`src/design/plpa_pkg.sv`:
```
// ----------------------------------------------------------------------------
// plpa_pkg
// Shared types and constants for the point-light pixel accumulator.
// ----------------------------------------------------------------------------
`default_nettype none

package plpa_pkg;

  localparam int TILE_PIXELS_DEF = 16;
  localparam int SUB_PIXELS_DEF  = 16;
  localparam int FADE_STEPS_DEF  = 48;

  localparam int POS_W   = 16;
  localparam int REACH_W = 12;
  localparam int COL_W   = 8;
  localparam int CFG_W   = 16;
  localparam int IDX_W   = 3;

  // widths sized for the largest fade step count (255)
  localparam int DIST_W = 24;          // squared distance within reach
  localparam int FSQ_W  = 16;          // fade steps squared
  localparam int LHS_W  = DIST_W + FSQ_W;
  localparam int ROOT_W = LHS_W / 2;
  localparam int K_W    = 8;
  localparam int PROD_W = 16;          // share * colour
  localparam int RCP_SH = 25;
  localparam int RCP_W  = 25;

  localparam logic [IDX_W-1:0] REG_SOURCE_X    = 3'd0;
  localparam logic [IDX_W-1:0] REG_SOURCE_Y    = 3'd1;
  localparam logic [IDX_W-1:0] REG_REACH       = 3'd2;
  localparam logic [IDX_W-1:0] REG_LIGHT_RED   = 3'd3;
  localparam logic [IDX_W-1:0] REG_LIGHT_GREEN = 3'd4;
  localparam logic [IDX_W-1:0] REG_LIGHT_BLUE  = 3'd5;

  typedef struct packed {
    logic [7:0] tile_x;
    logic [7:0] tile_y;
    logic [3:0] sub_x;
    logic [3:0] sub_y;
    logic [7:0] cur_red;
    logic [7:0] cur_green;
    logic [7:0] cur_blue;
  } in_word_t;

  typedef struct packed {
    logic [7:0] out_red;
    logic [7:0] out_green;
    logic [7:0] out_blue;
    logic       lit;
  } out_word_t;

  typedef struct packed {
    logic [2:0][COL_W-1:0] cur;
    logic                  ok;
  } side_t;

endpackage

`default_nettype wire

```
`src/design/point_light_pixel_accumulate_top.sv`:
```
// ----------------------------------------------------------------------------
// point_light_pixel_accumulate_top
// Adds the light of one point source, with linear falloff, to one pixel.
// ----------------------------------------------------------------------------
// channel | direction | handshake            | payload
// in      | input     | in_valid_i/in_ready_o | in_word_i  (plpa_pkg::in_word_t)
// out     | output    | out_valid_o/out_ready_i | out_word_o (plpa_pkg::out_word_t)
// cfg     | input     | cfg_we_i              | cfg_idx_i, cfg_data_i
//
// One word per cycle while the output is not stalled, through a single pipeline:
// position, squares, distance test, scaling, 20 square-root digit stages, 8
// quotient stages and 3 colour stages. The whole pipe advances when the last
// stage is empty or taken, so a stall holds every stage. Reset clears valid
// bits and loads the register defaults.
// ----------------------------------------------------------------------------
`default_nettype none

module point_light_pixel_accumulate_top #(
  parameter int TILE_PIXELS = plpa_pkg::TILE_PIXELS_DEF,
  parameter int SUB_PIXELS  = plpa_pkg::SUB_PIXELS_DEF,
  parameter int FADE_STEPS  = plpa_pkg::FADE_STEPS_DEF
) (
  input  wire                              clk_i,
  input  wire                              rst_ni,
  input  wire                              in_valid_i,
  output logic                             in_ready_o,
  input  plpa_pkg::in_word_t               in_word_i,
  output logic                             out_valid_o,
  input  wire                              out_ready_i,
  output plpa_pkg::out_word_t              out_word_o,
  input  wire                              cfg_we_i,
  input  wire  [plpa_pkg::IDX_W-1:0]       cfg_idx_i,
  input  wire  [plpa_pkg::CFG_W-1:0]       cfg_data_i
);

  localparam int POS_W  = plpa_pkg::POS_W;
  localparam int LHS_W  = plpa_pkg::LHS_W;
  localparam int ROOT_W = plpa_pkg::ROOT_W;
  localparam int K_W    = plpa_pkg::K_W;
  localparam int DIST_W = plpa_pkg::DIST_W;
  localparam int PROD_W = plpa_pkg::PROD_W;
  localparam int RCP_SH = plpa_pkg::RCP_SH;
  localparam int RCP_W  = plpa_pkg::RCP_W;
  localparam int T_W    = PROD_W + RCP_W;
  localparam int REM_W  = ROOT_W + 2;

  localparam int SQ_N   = ROOT_W;
  localparam int DV_N   = K_W;
  localparam int ST_SQ0 = 4;
  localparam int ST_DV0 = ST_SQ0 + SQ_N;
  localparam int ST_V   = ST_DV0 + DV_N + 1;
  localparam int NST    = ST_V + 2;

  localparam logic [plpa_pkg::FSQ_W-1:0] FSQ = plpa_pkg::FSQ_W'(FADE_STEPS * FADE_STEPS);
  localparam logic [RCP_W-1:0] RCP = RCP_W'((64'd1 << RCP_SH) / FADE_STEPS);
  localparam logic [POS_W-1:0] HALF_TILE = POS_W'(TILE_PIXELS / 2);

  // configuration
  logic [POS_W-1:0]              src_x_q, src_y_q;
  logic [plpa_pkg::REACH_W-1:0]  reach_q;
  logic [2:0][plpa_pkg::COL_W-1:0] light_q;

  always_ff @(posedge clk_i or negedge rst_ni) begin
    if (!rst_ni) begin
      src_x_q  <= '0;
      src_y_q  <= '0;
      reach_q  <= 12'd64;
      light_q  <= {3{8'd255}};
    end else if (cfg_we_i) begin
      case (cfg_idx_i)
        plpa_pkg::REG_SOURCE_X:    src_x_q    <= cfg_data_i;
        plpa_pkg::REG_SOURCE_Y:    src_y_q    <= cfg_data_i;
        plpa_pkg::REG_REACH:       reach_q    <= cfg_data_i[11:0];
        plpa_pkg::REG_LIGHT_RED:   light_q[2] <= cfg_data_i[7:0];
        plpa_pkg::REG_LIGHT_GREEN: light_q[1] <= cfg_data_i[7:0];
        plpa_pkg::REG_LIGHT_BLUE:  light_q[0] <= cfg_data_i[7:0];
        default: ;
      endcase
    end
  end

  logic [DIST_W-1:0] r2;
  assign r2 = DIST_W'(reach_q) * DIST_W'(reach_q);

  // pipeline control
  logic               en;
  logic [NST:1]       valid_q;
  plpa_pkg::side_t    side_q [1:NST-1];
  plpa_pkg::side_t    side_in;

  assign en         = !valid_q[NST] || out_ready_i;
  assign in_ready_o = en;

  assign side_in.cur = {in_word_i.cur_red, in_word_i.cur_green, in_word_i.cur_blue};
  assign side_in.ok  = ({28'd0, in_word_i.sub_x} < 32'(SUB_PIXELS)) &&
                       ({28'd0, in_word_i.sub_y} < 32'(SUB_PIXELS));

  always_ff @(posedge clk_i or negedge rst_ni) begin
    if (!rst_ni) begin
      valid_q <= '0;
    end else if (en) begin
      valid_q <= {valid_q[NST-1:1], in_valid_i};
    end
  end

  // stage 1: position and absolute differences
  logic [POS_W-1:0] px, py, adx_q, ady_q;
  assign px = POS_W'(POS_W'(in_word_i.tile_x) * POS_W'(TILE_PIXELS)) - HALF_TILE
              + POS_W'(in_word_i.sub_x);
  assign py = POS_W'(POS_W'(in_word_i.tile_y) * POS_W'(TILE_PIXELS)) - HALF_TILE
              + POS_W'(in_word_i.sub_y);

  // stage 2: squares, stage 3: distance test, stage 4: scaled distance
  logic [2*POS_W-1:0] dx2_q, dy2_q;
  logic [2*POS_W:0]   dsum;
  logic [DIST_W-1:0]  d_q;
  logic [LHS_W-1:0]   lhs_q;

  assign dsum = {1'b0, dx2_q} + {1'b0, dy2_q};

  always_ff @(posedge clk_i) begin
    if (en) begin
      adx_q     <= (px >= src_x_q) ? px - src_x_q : src_x_q - px;
      ady_q     <= (py >= src_y_q) ? py - src_y_q : src_y_q - py;
      side_q[1] <= side_in;
      dx2_q     <= adx_q * adx_q;
      dy2_q     <= ady_q * ady_q;
      side_q[2] <= side_q[1];
      d_q       <= dsum[DIST_W-1:0];
      side_q[3].cur <= side_q[2].cur;
      side_q[3].ok  <= side_q[2].ok && (dsum < (2*POS_W+1)'(r2));
      lhs_q     <= LHS_W'(FSQ) * LHS_W'(d_q);
      side_q[4] <= side_q[3];
      for (int i = ST_SQ0 + 1; i <= NST - 1; i++) begin
        side_q[i] <= side_q[i-1];
      end
    end
  end

  // square root, one result bit per stage
  logic [REM_W-1:0]  sq_rem_q  [0:SQ_N];
  logic [ROOT_W-1:0] sq_root_q [0:SQ_N];
  logic [LHS_W-1:0]  sq_x_q    [0:SQ_N];

  assign sq_rem_q[0]  = '0;
  assign sq_root_q[0] = '0;
  assign sq_x_q[0]    = lhs_q;

  for (genvar s = 0; s < SQ_N; s++) begin : g_sqrt
    logic [REM_W-1:0] rem_n, trial;
    assign rem_n = {sq_rem_q[s][REM_W-3:0], sq_x_q[s][LHS_W-1 -: 2]};
    assign trial = {sq_root_q[s], 2'b01};
    always_ff @(posedge clk_i) begin
      if (en) begin
        sq_x_q[s+1] <= {sq_x_q[s][LHS_W-3:0], 2'b00};
        if (rem_n >= trial) begin
          sq_rem_q[s+1]  <= rem_n - trial;
          sq_root_q[s+1] <= {sq_root_q[s][ROOT_W-2:0], 1'b1};
        end else begin
          sq_rem_q[s+1]  <= rem_n;
          sq_root_q[s+1] <= {sq_root_q[s][ROOT_W-2:0], 1'b0};
        end
      end
    end
  end

  // root divided by reach, one quotient bit per stage
  logic [ROOT_W-1:0] dv_rem_q [0:DV_N];
  logic [K_W-1:0]    dv_q_q   [0:DV_N];

  assign dv_rem_q[0] = sq_root_q[SQ_N];
  assign dv_q_q[0]   = '0;

  for (genvar s = 0; s < DV_N; s++) begin : g_div
    logic [ROOT_W-1:0] dvs;
    assign dvs = ROOT_W'(reach_q) << (DV_N - 1 - s);
    always_ff @(posedge clk_i) begin
      if (en) begin
        if (dv_rem_q[s] >= dvs) begin
          dv_rem_q[s+1] <= dv_rem_q[s] - dvs;
          dv_q_q[s+1]   <= {dv_q_q[s][K_W-2:0], 1'b1};
        end else begin
          dv_rem_q[s+1] <= dv_rem_q[s];
          dv_q_q[s+1]   <= {dv_q_q[s][K_W-2:0], 1'b0};
        end
      end
    end
  end

  // colour: share * colour, reciprocal multiply, correct and saturate; unlit pixels pass unchanged
  logic [K_W-1:0]             share;
  logic [2:0][PROD_W-1:0]     v_q, v2_q;
  logic [2:0][T_W-1:0]        t_q;
  logic [2:0][plpa_pkg::COL_W-1:0] res_q;
  logic                       lit_q;

  assign share = K_W'(FADE_STEPS) - dv_q_q[DV_N];

  always_ff @(posedge clk_i) begin
    if (en) begin
      for (int c = 0; c < 3; c++) begin
        v_q[c]  <= PROD_W'(share) * PROD_W'(light_q[c]);
        v2_q[c] <= v_q[c];
        t_q[c]  <= T_W'(v_q[c]) * T_W'(RCP);
      end
    end
  end

  logic [2:0][plpa_pkg::COL_W-1:0] res_d;
  always_comb begin
    logic [PROD_W-1:0] q0;
    logic [23:0]       rm;
    logic [PROD_W-1:0] q;
    logic [PROD_W:0]   sum;
    for (int c = 0; c < 3; c++) begin
      q0  = t_q[c][RCP_SH +: PROD_W];
      rm  = 24'(v2_q[c]) - 24'(q0) * 24'(FADE_STEPS);
      q   = (rm >= 24'(FADE_STEPS)) ? q0 + PROD_W'(1) : q0;
      sum = (PROD_W+1)'(side_q[NST-1].cur[c]) + (PROD_W+1)'(q);
      if (!side_q[NST-1].ok) begin
        res_d[c] = side_q[NST-1].cur[c];
      end else if (sum > (PROD_W+1)'(255)) begin
        res_d[c] = 8'd255;
      end else begin
        res_d[c] = sum[7:0];
      end
    end
  end

  always_ff @(posedge clk_i) begin
    if (en) begin
      res_q <= res_d;
      lit_q <= side_q[NST-1].ok;
    end
  end

  assign out_valid_o          = valid_q[NST];
  assign out_word_o.out_red   = res_q[2];
  assign out_word_o.out_green = res_q[1];
  assign out_word_o.out_blue  = res_q[0];
  assign out_word_o.lit       = lit_q;

endmodule

`default_nettype wire

```
`config.mk`:
```
export PLATFORM = sky130hd
export DESIGN_NAME = point_light_pixel_accumulate_top
export DESIGN_NICKNAME = d
export VERILOG_FILES = /design/src/design/plpa_pkg.sv /design/src/design/point_light_pixel_accumulate_top.sv
export SDC_FILE = /design/constraint.sdc
export NUM_CORES = 2
export LEC_CHECK = 0
export ABC_CLOCK_PERIOD_IN_PS = 76400
export BUFFER_PORTS_ARGS = -buffer_cell sky130_fd_sc_hd__buf_2
export CAP_MARGIN = 20
export CORE_ASPECT_RATIO = 1.25
export CORE_MARGIN = 4
export CORE_UTILIZATION = 54
export DETAILED_ROUTE_END_ITERATION = 10
export HOLD_SLACK_MARGIN = 0.15
export PLACE_DENSITY = 0.67
export SYNTH_ARGS = -nofsm -noshare
export SYNTH_HDL_FRONTEND = slang
export SYNTH_SLANG_ARGS = --single-unit
```
`constraint.sdc`:
```
create_clock -name clk_i -period 76.4 [get_ports clk_i]
set_input_delay 3.82 -clock clk_i [delete_from_list [all_inputs] [get_ports clk_i]]
set_output_delay 3.82 -clock clk_i [all_outputs]
set_load 0.005 [all_outputs]
```
# After elaboration in Yosys (flattened, before gate mapping)

Memories as Yosys holds them, arrays and structs flattened.
Index checks and enable logic that the tools add are counted.

Flip-flop bits (word level): 1,385
Bits in writable memories: 850
Input port bits: 72
Output and inout port bits: 27
Logic and storage cells: 265
Memories kept: 1

$add $sub $neg: 43
Multiply operators: 13
Magnitude comparators: 35
Equal/unequal tests: 5
Multiplexer cells: 63
Reductions and logical operators: 10

Memories:

| memory | words | bits a word | rd ports | clocked after memory_dff | write ports | line                                   | RTL |
|---|---|---|---|---|---|---|---|
| side_q | 34    | 25          | 34       | 0                        | 34          | point_light_pixel_accumulate_top.sv:88 | `plpa_pkg::side_t side_q [1:NST-1];` |

Operators with widths:

| cell                                                           | number |
|---|---|
| 2-to-1 mux 20 bit                                              | 23 |
| multiplier 16 x 19 -> 35 bit, second input constant            | 3 |
| >= comparator 24 x 6 -> 1 bit, second input constant           | 3 |
| multiplier 16 x 16 -> 32 bit                                   | 2 |
| subtractor 16 bit                                              | 4 |
| subtractor 16 x 17 -> 18 bit                                   | 3 |
| multiplier 8 x 8 -> 16 bit                                     | 3 |
| 2-to-1 mux 8 bit                                               | 6 |
| subtractor 20 x 13 -> 20 bit                                   | 2 |
| subtractor 20 x 14 -> 20 bit                                   | 2 |
| subtractor 20 x 15 -> 20 bit                                   | 2 |
| subtractor 20 x 16 -> 20 bit                                   | 2 |
| subtractor 20 x 17 -> 20 bit                                   | 2 |
| subtractor 20 x 18 -> 20 bit                                   | 2 |
| adder 8 x 12 -> 13 bit                                         | 3 |
| greater-than comparator 13 x 8 -> 1 bit, second input constant | 3 |
| multiplier 11 x 2 -> 13 bit, second input constant             | 3 |
| adder 11 x 1 -> 12 bit, second input constant                  | 3 |
| 2-to-1 mux 12 bit                                              | 3 |
| adder 32 x 32 -> 33 bit                                        | 1 |
| < comparator 33 x 24 -> 1 bit                                  | 1 |
| >= comparator 16 bit                                           | 2 |
| 2-to-1 mux 16 bit                                              | 2 |
| adder 13 x 5 -> 14 bit                                         | 2 |
| 52 further kinds                                               | 87 |

# Depth between registers and ports, before layout

Depth in word-level cells: 8
Mapped depth: 36
Mapped depth without buffers: 35

# Worst setup path before layout

OpenSTA, ideal clock, no wires.

Path type: input -> register
Start: input port out_ready_i
End: register valid_q[27] (netlist bit)
Library setup time: 0.238 ns
Arrival time: 65.682 ns
Required time: 76.162 ns
Slack: 10.480 ns
Cell stages on the path: 4
Path buffers: 2
Cells stage by stage: nand2b_1 > clkbuf_1 > clkbuf_1 > mux2_2

Cells in the longest elaborated chain, start to end: 1

RTL lines:

| what                 | line                                    | RTL |
|---|---|---|
| from (decl)          | point_light_pixel_accumulate_top.sv:29  | `input wire out_ready_i,` |
| logical OR 1 bit     | point_light_pixel_accumulate_top.sv:91  | `assign en = !valid_q[NST] \|\| out_ready_i;` |
| via in_ready_o       | point_light_pixel_accumulate_top.sv:26  | `output logic in_ready_o,` |
| to (signal assigned) | point_light_pixel_accumulate_top.sv:102 | `valid_q <= {valid_q[NST-1:1], in_valid_i};` |
| to (decl)            | point_light_pixel_accumulate_top.sv:87  | `logic [NST:1] valid_q;` |

The timed path passes the listed nets, and every way through them passes these cells.
A chain may end at the register's enable or synchronous reset.

==> impl_metrics.json <==
{
  "dr.first_iter.drc_count": 4000,
  "hold_viol": 0,
  "mostFrequentLayoutCells": "edfxtp_1 (2026), inv_1 (1323), ha_1 (1180), fa_1 (725), nand2_1 (621)",
  "nNetsFinal": 12145,
  "synthDistinctLibCells": 94,
  "rsz0062_at_grt": "no",
  "first_pass_iters": 5,
  "cts-htree-levels": 4,
  "dieArea_mm2": 0.240,
  "crit_required_ps": 77040,
  "ctsHoldBuffers": 0,
  "synthArstFlopShare": 0.0484,
  "skew_ps": 76.7,
  "setup_violations": 0,
  "status": "finished, final reports clean",
  "netlist_area_mm2": 0.125,
  "r2r_cells": 28,
  "synth_area_leaders": "edfxtp_1 (49%), ha_1 (12%), fa_1 (12%)",
  "initial_core_util": 0.543,
  "root_buffer": "clkbuf_16",
  "grt_pass1_wl_mm": 393,
  "syn-num-nets": 11929,
  "hold_path_class": "reg2reg",
  "slew_headroom": 0.246,
  "grt_start_max_net_pins": 205,
  "post-cts-setup-buffers": 0,
  "arrival_ps": 9460,
  "die-width_um": 439,
  "setup_tns_ps": 0,
  "fin_hold_ws_ps": 377,
  "worstMarginPinSlew_ps": 1130,
  "wl_per_cell_um": 17.8,
  "synth_top_area_frac": 0.485,
  "hold_depth": 0,
  "die_h_um": 547,
  "ys_seq_area_frac": 0.506,
  "rows": 197,
  "clock_sinks": 2129,
  "area_delta_synth_final_pct": 9.22,
  "cts_resized": 0,
  "synth-seq-cells": 2129,
  "seqCellArea_mm2": 0.0634,
  "critPathMaxFanout": 17,
  "instances_no_fill": 13429,
  "ys_warn_count": 0,
  "grt_pass1_vias": 77112,
  "yosysTopAreaCell": "edfxtp_1",
  "syn_inst": 9952,
  "grt_util_all_layers": 0.201,
  "dp.cells": 13031,
  "final_common_cell": "edfxtp_1",
  "cts_buffer_depth": 4,
  "num_io_pins": 99,
  "antenna_found_initial": 9,
  "cap_violations": 0,
  "ant_nets": 0,
  "clkTransAtPathRegs_ps": 60,
  "cp-end-kind": "register",
  "synth-edff-count": 2026,
  "routabilityCongestion": 0.888,
  "avgSynthCellArea_um2": 12.6,
  "crit_slowest_cell": "clkinv_1",
  "min_period_ps": 8810,
  "drt-total-wl_mm": 240,
  "cts_tree": "yes",
  "multi_input_area_mm2": 0.0563,
  "gr-total-overflow": 0,
  "cpPeakStageDelay_ps": 720,
  "dp_hpwl_mm": 178,
  "avgViaCountPerCell": 5.45,
  "crit_top_cell": "fa_1",
  "synth-main-ff-cell": "edfxtp_1",
  "vias": 73125,
  "port_buffers": 98,
  "cts-buffers-inserted": 216,
  "drc": 0,
  "max_freq_mhz": 113,
  "core_mm2": 0.231,
  "path_class": "reg2reg",
  "start_kind": "register",
  "fin_crit_sh": 0.115,
  "fillCellCount": 18197,
  "maxSlewViolCount": 0,
  "layout-drive-gt1-share": 0.0659,
  "clk_latency_ps": 880
}
==> layout make-up <==
class,count,share of cell area
antenna,2,0.0000366
timing repair buffer,156,0.00746
clock buffer,254,0.0412
clock inverter,139,0.0115
tap,3084,0.0282
multi-input combinational,6333,0.412
inverter,1332,0.0365
sequential,2129,0.464
==> routing by layer <==
metal / part of all wire / vias to the layer above / track usage
met3: 0.034 / 506 / 0.0241
met2: 0.52 / 1230 / 0.367
met4: 0.035 / 2 / 0.0700
li1: - / 35209 / -
met1: 0.41 / 36178 / 0.245
met5: 0.000083 / - / 0
==> cells by family after synthesis <==
logic type | count (synthesis) | share of synthesized area
xor+xnor | 597 | 0.0418
other cells | 1 | 0.0000299
buf+inv | 1490 | 0.0448
simple gates | 2152 | 0.0846
compound gates | 1548 | 0.0776
mux | 130 | 0.0114
fa+ha+maj | 1905 | 0.234
flops | 2129 | 0.506
==> registers in the layout (all words and copies together), names as in the netlist, 24 cells and up <==
signal,count
g_sqrt.trial,153
side_q,848
v2_q,36
dy2_q,31
dx2_q,31
dv_q_q,36
d_q,24
dv_rem_q,158
v_q,48
out_word_o,24
g_sqrt.rem_n,333
t_q,33
lhs_q,28
light_q,24
valid_q,35
sq_x_q,210
==> through the flow <==
| stage | instance area [um2] | setup WS, ps | util |
|---|---|---|---|
| detailed placement | 130000 | 67280 | 0.562 |
| global route | 137000 | 66890 | 0.593 |
| finish | 137000 | 67590 | 0.593 |
| CTS | 137000 | 67550 | 0.593 |
| global placement | 130000 | 67360 | 0.562 |
| floorplan | 125000 | 10480 | - |
==> cells in the mapped netlist (all sizes together), types with 36 or more instances <==
| cell type | instances |
|---|---|
| edfxtp | 2026 |
| inv | 1323 |
| ha | 1180 |
| fa | 725 |
| nand2 | 621 |
| nor2 | 490 |
| a21oi | 448 |
| o21ai | 411 |
| xnor2 | 373 |
| and2 | 258 |
| xor2 | 224 |
| a21o | 187 |
| nor3 | 145 |
| clkbuf | 143 |
| nand2b | 125 |
| nor2b | 114 |
| mux2 | 98 |
| nand3 | 87 |
| o21a | 87 |
| dfrtp | 78 |
| nand4 | 56 |
| a21boi | 52 |
| o31ai | 52 |
| or3 | 49 |
| o21bai | 46 |
| nor4 | 44 |
| a211oi | 36 |
==> worst max-delay path: cells and delay by family (launching register included) <==
| family | cells | cell delay (ps) |
|---|---|---|
| buf+inv | 3 | 810 |
| compound gates | 14 | 3070 |
| flops | 1 | 520 |
| xor+xnor | 1 | 170 |
| simple gates | 3 | 1210 |
| fa+ha+maj | 7 | 2850 |
==> worst paths after layout <==
path                                start             end  slack (ps)
min in group asynchronous          rst_ni      src_x_q[1]        2940
setup / recovery               reach_q[5]   side_q[0][75]       67590
max in group asynchronous          rst_ni      reach_q[7]       72020
hold / removal             side_q[0][767]  side_q[0][792]         380
setup reg to reg               reach_q[5]   side_q[0][75]       67590
hold reg to reg            side_q[0][767]  side_q[0][792]         380
Power is not shown: default switching activity piles up to over one toggle a cycle in this logic, so the estimate is an artifact.
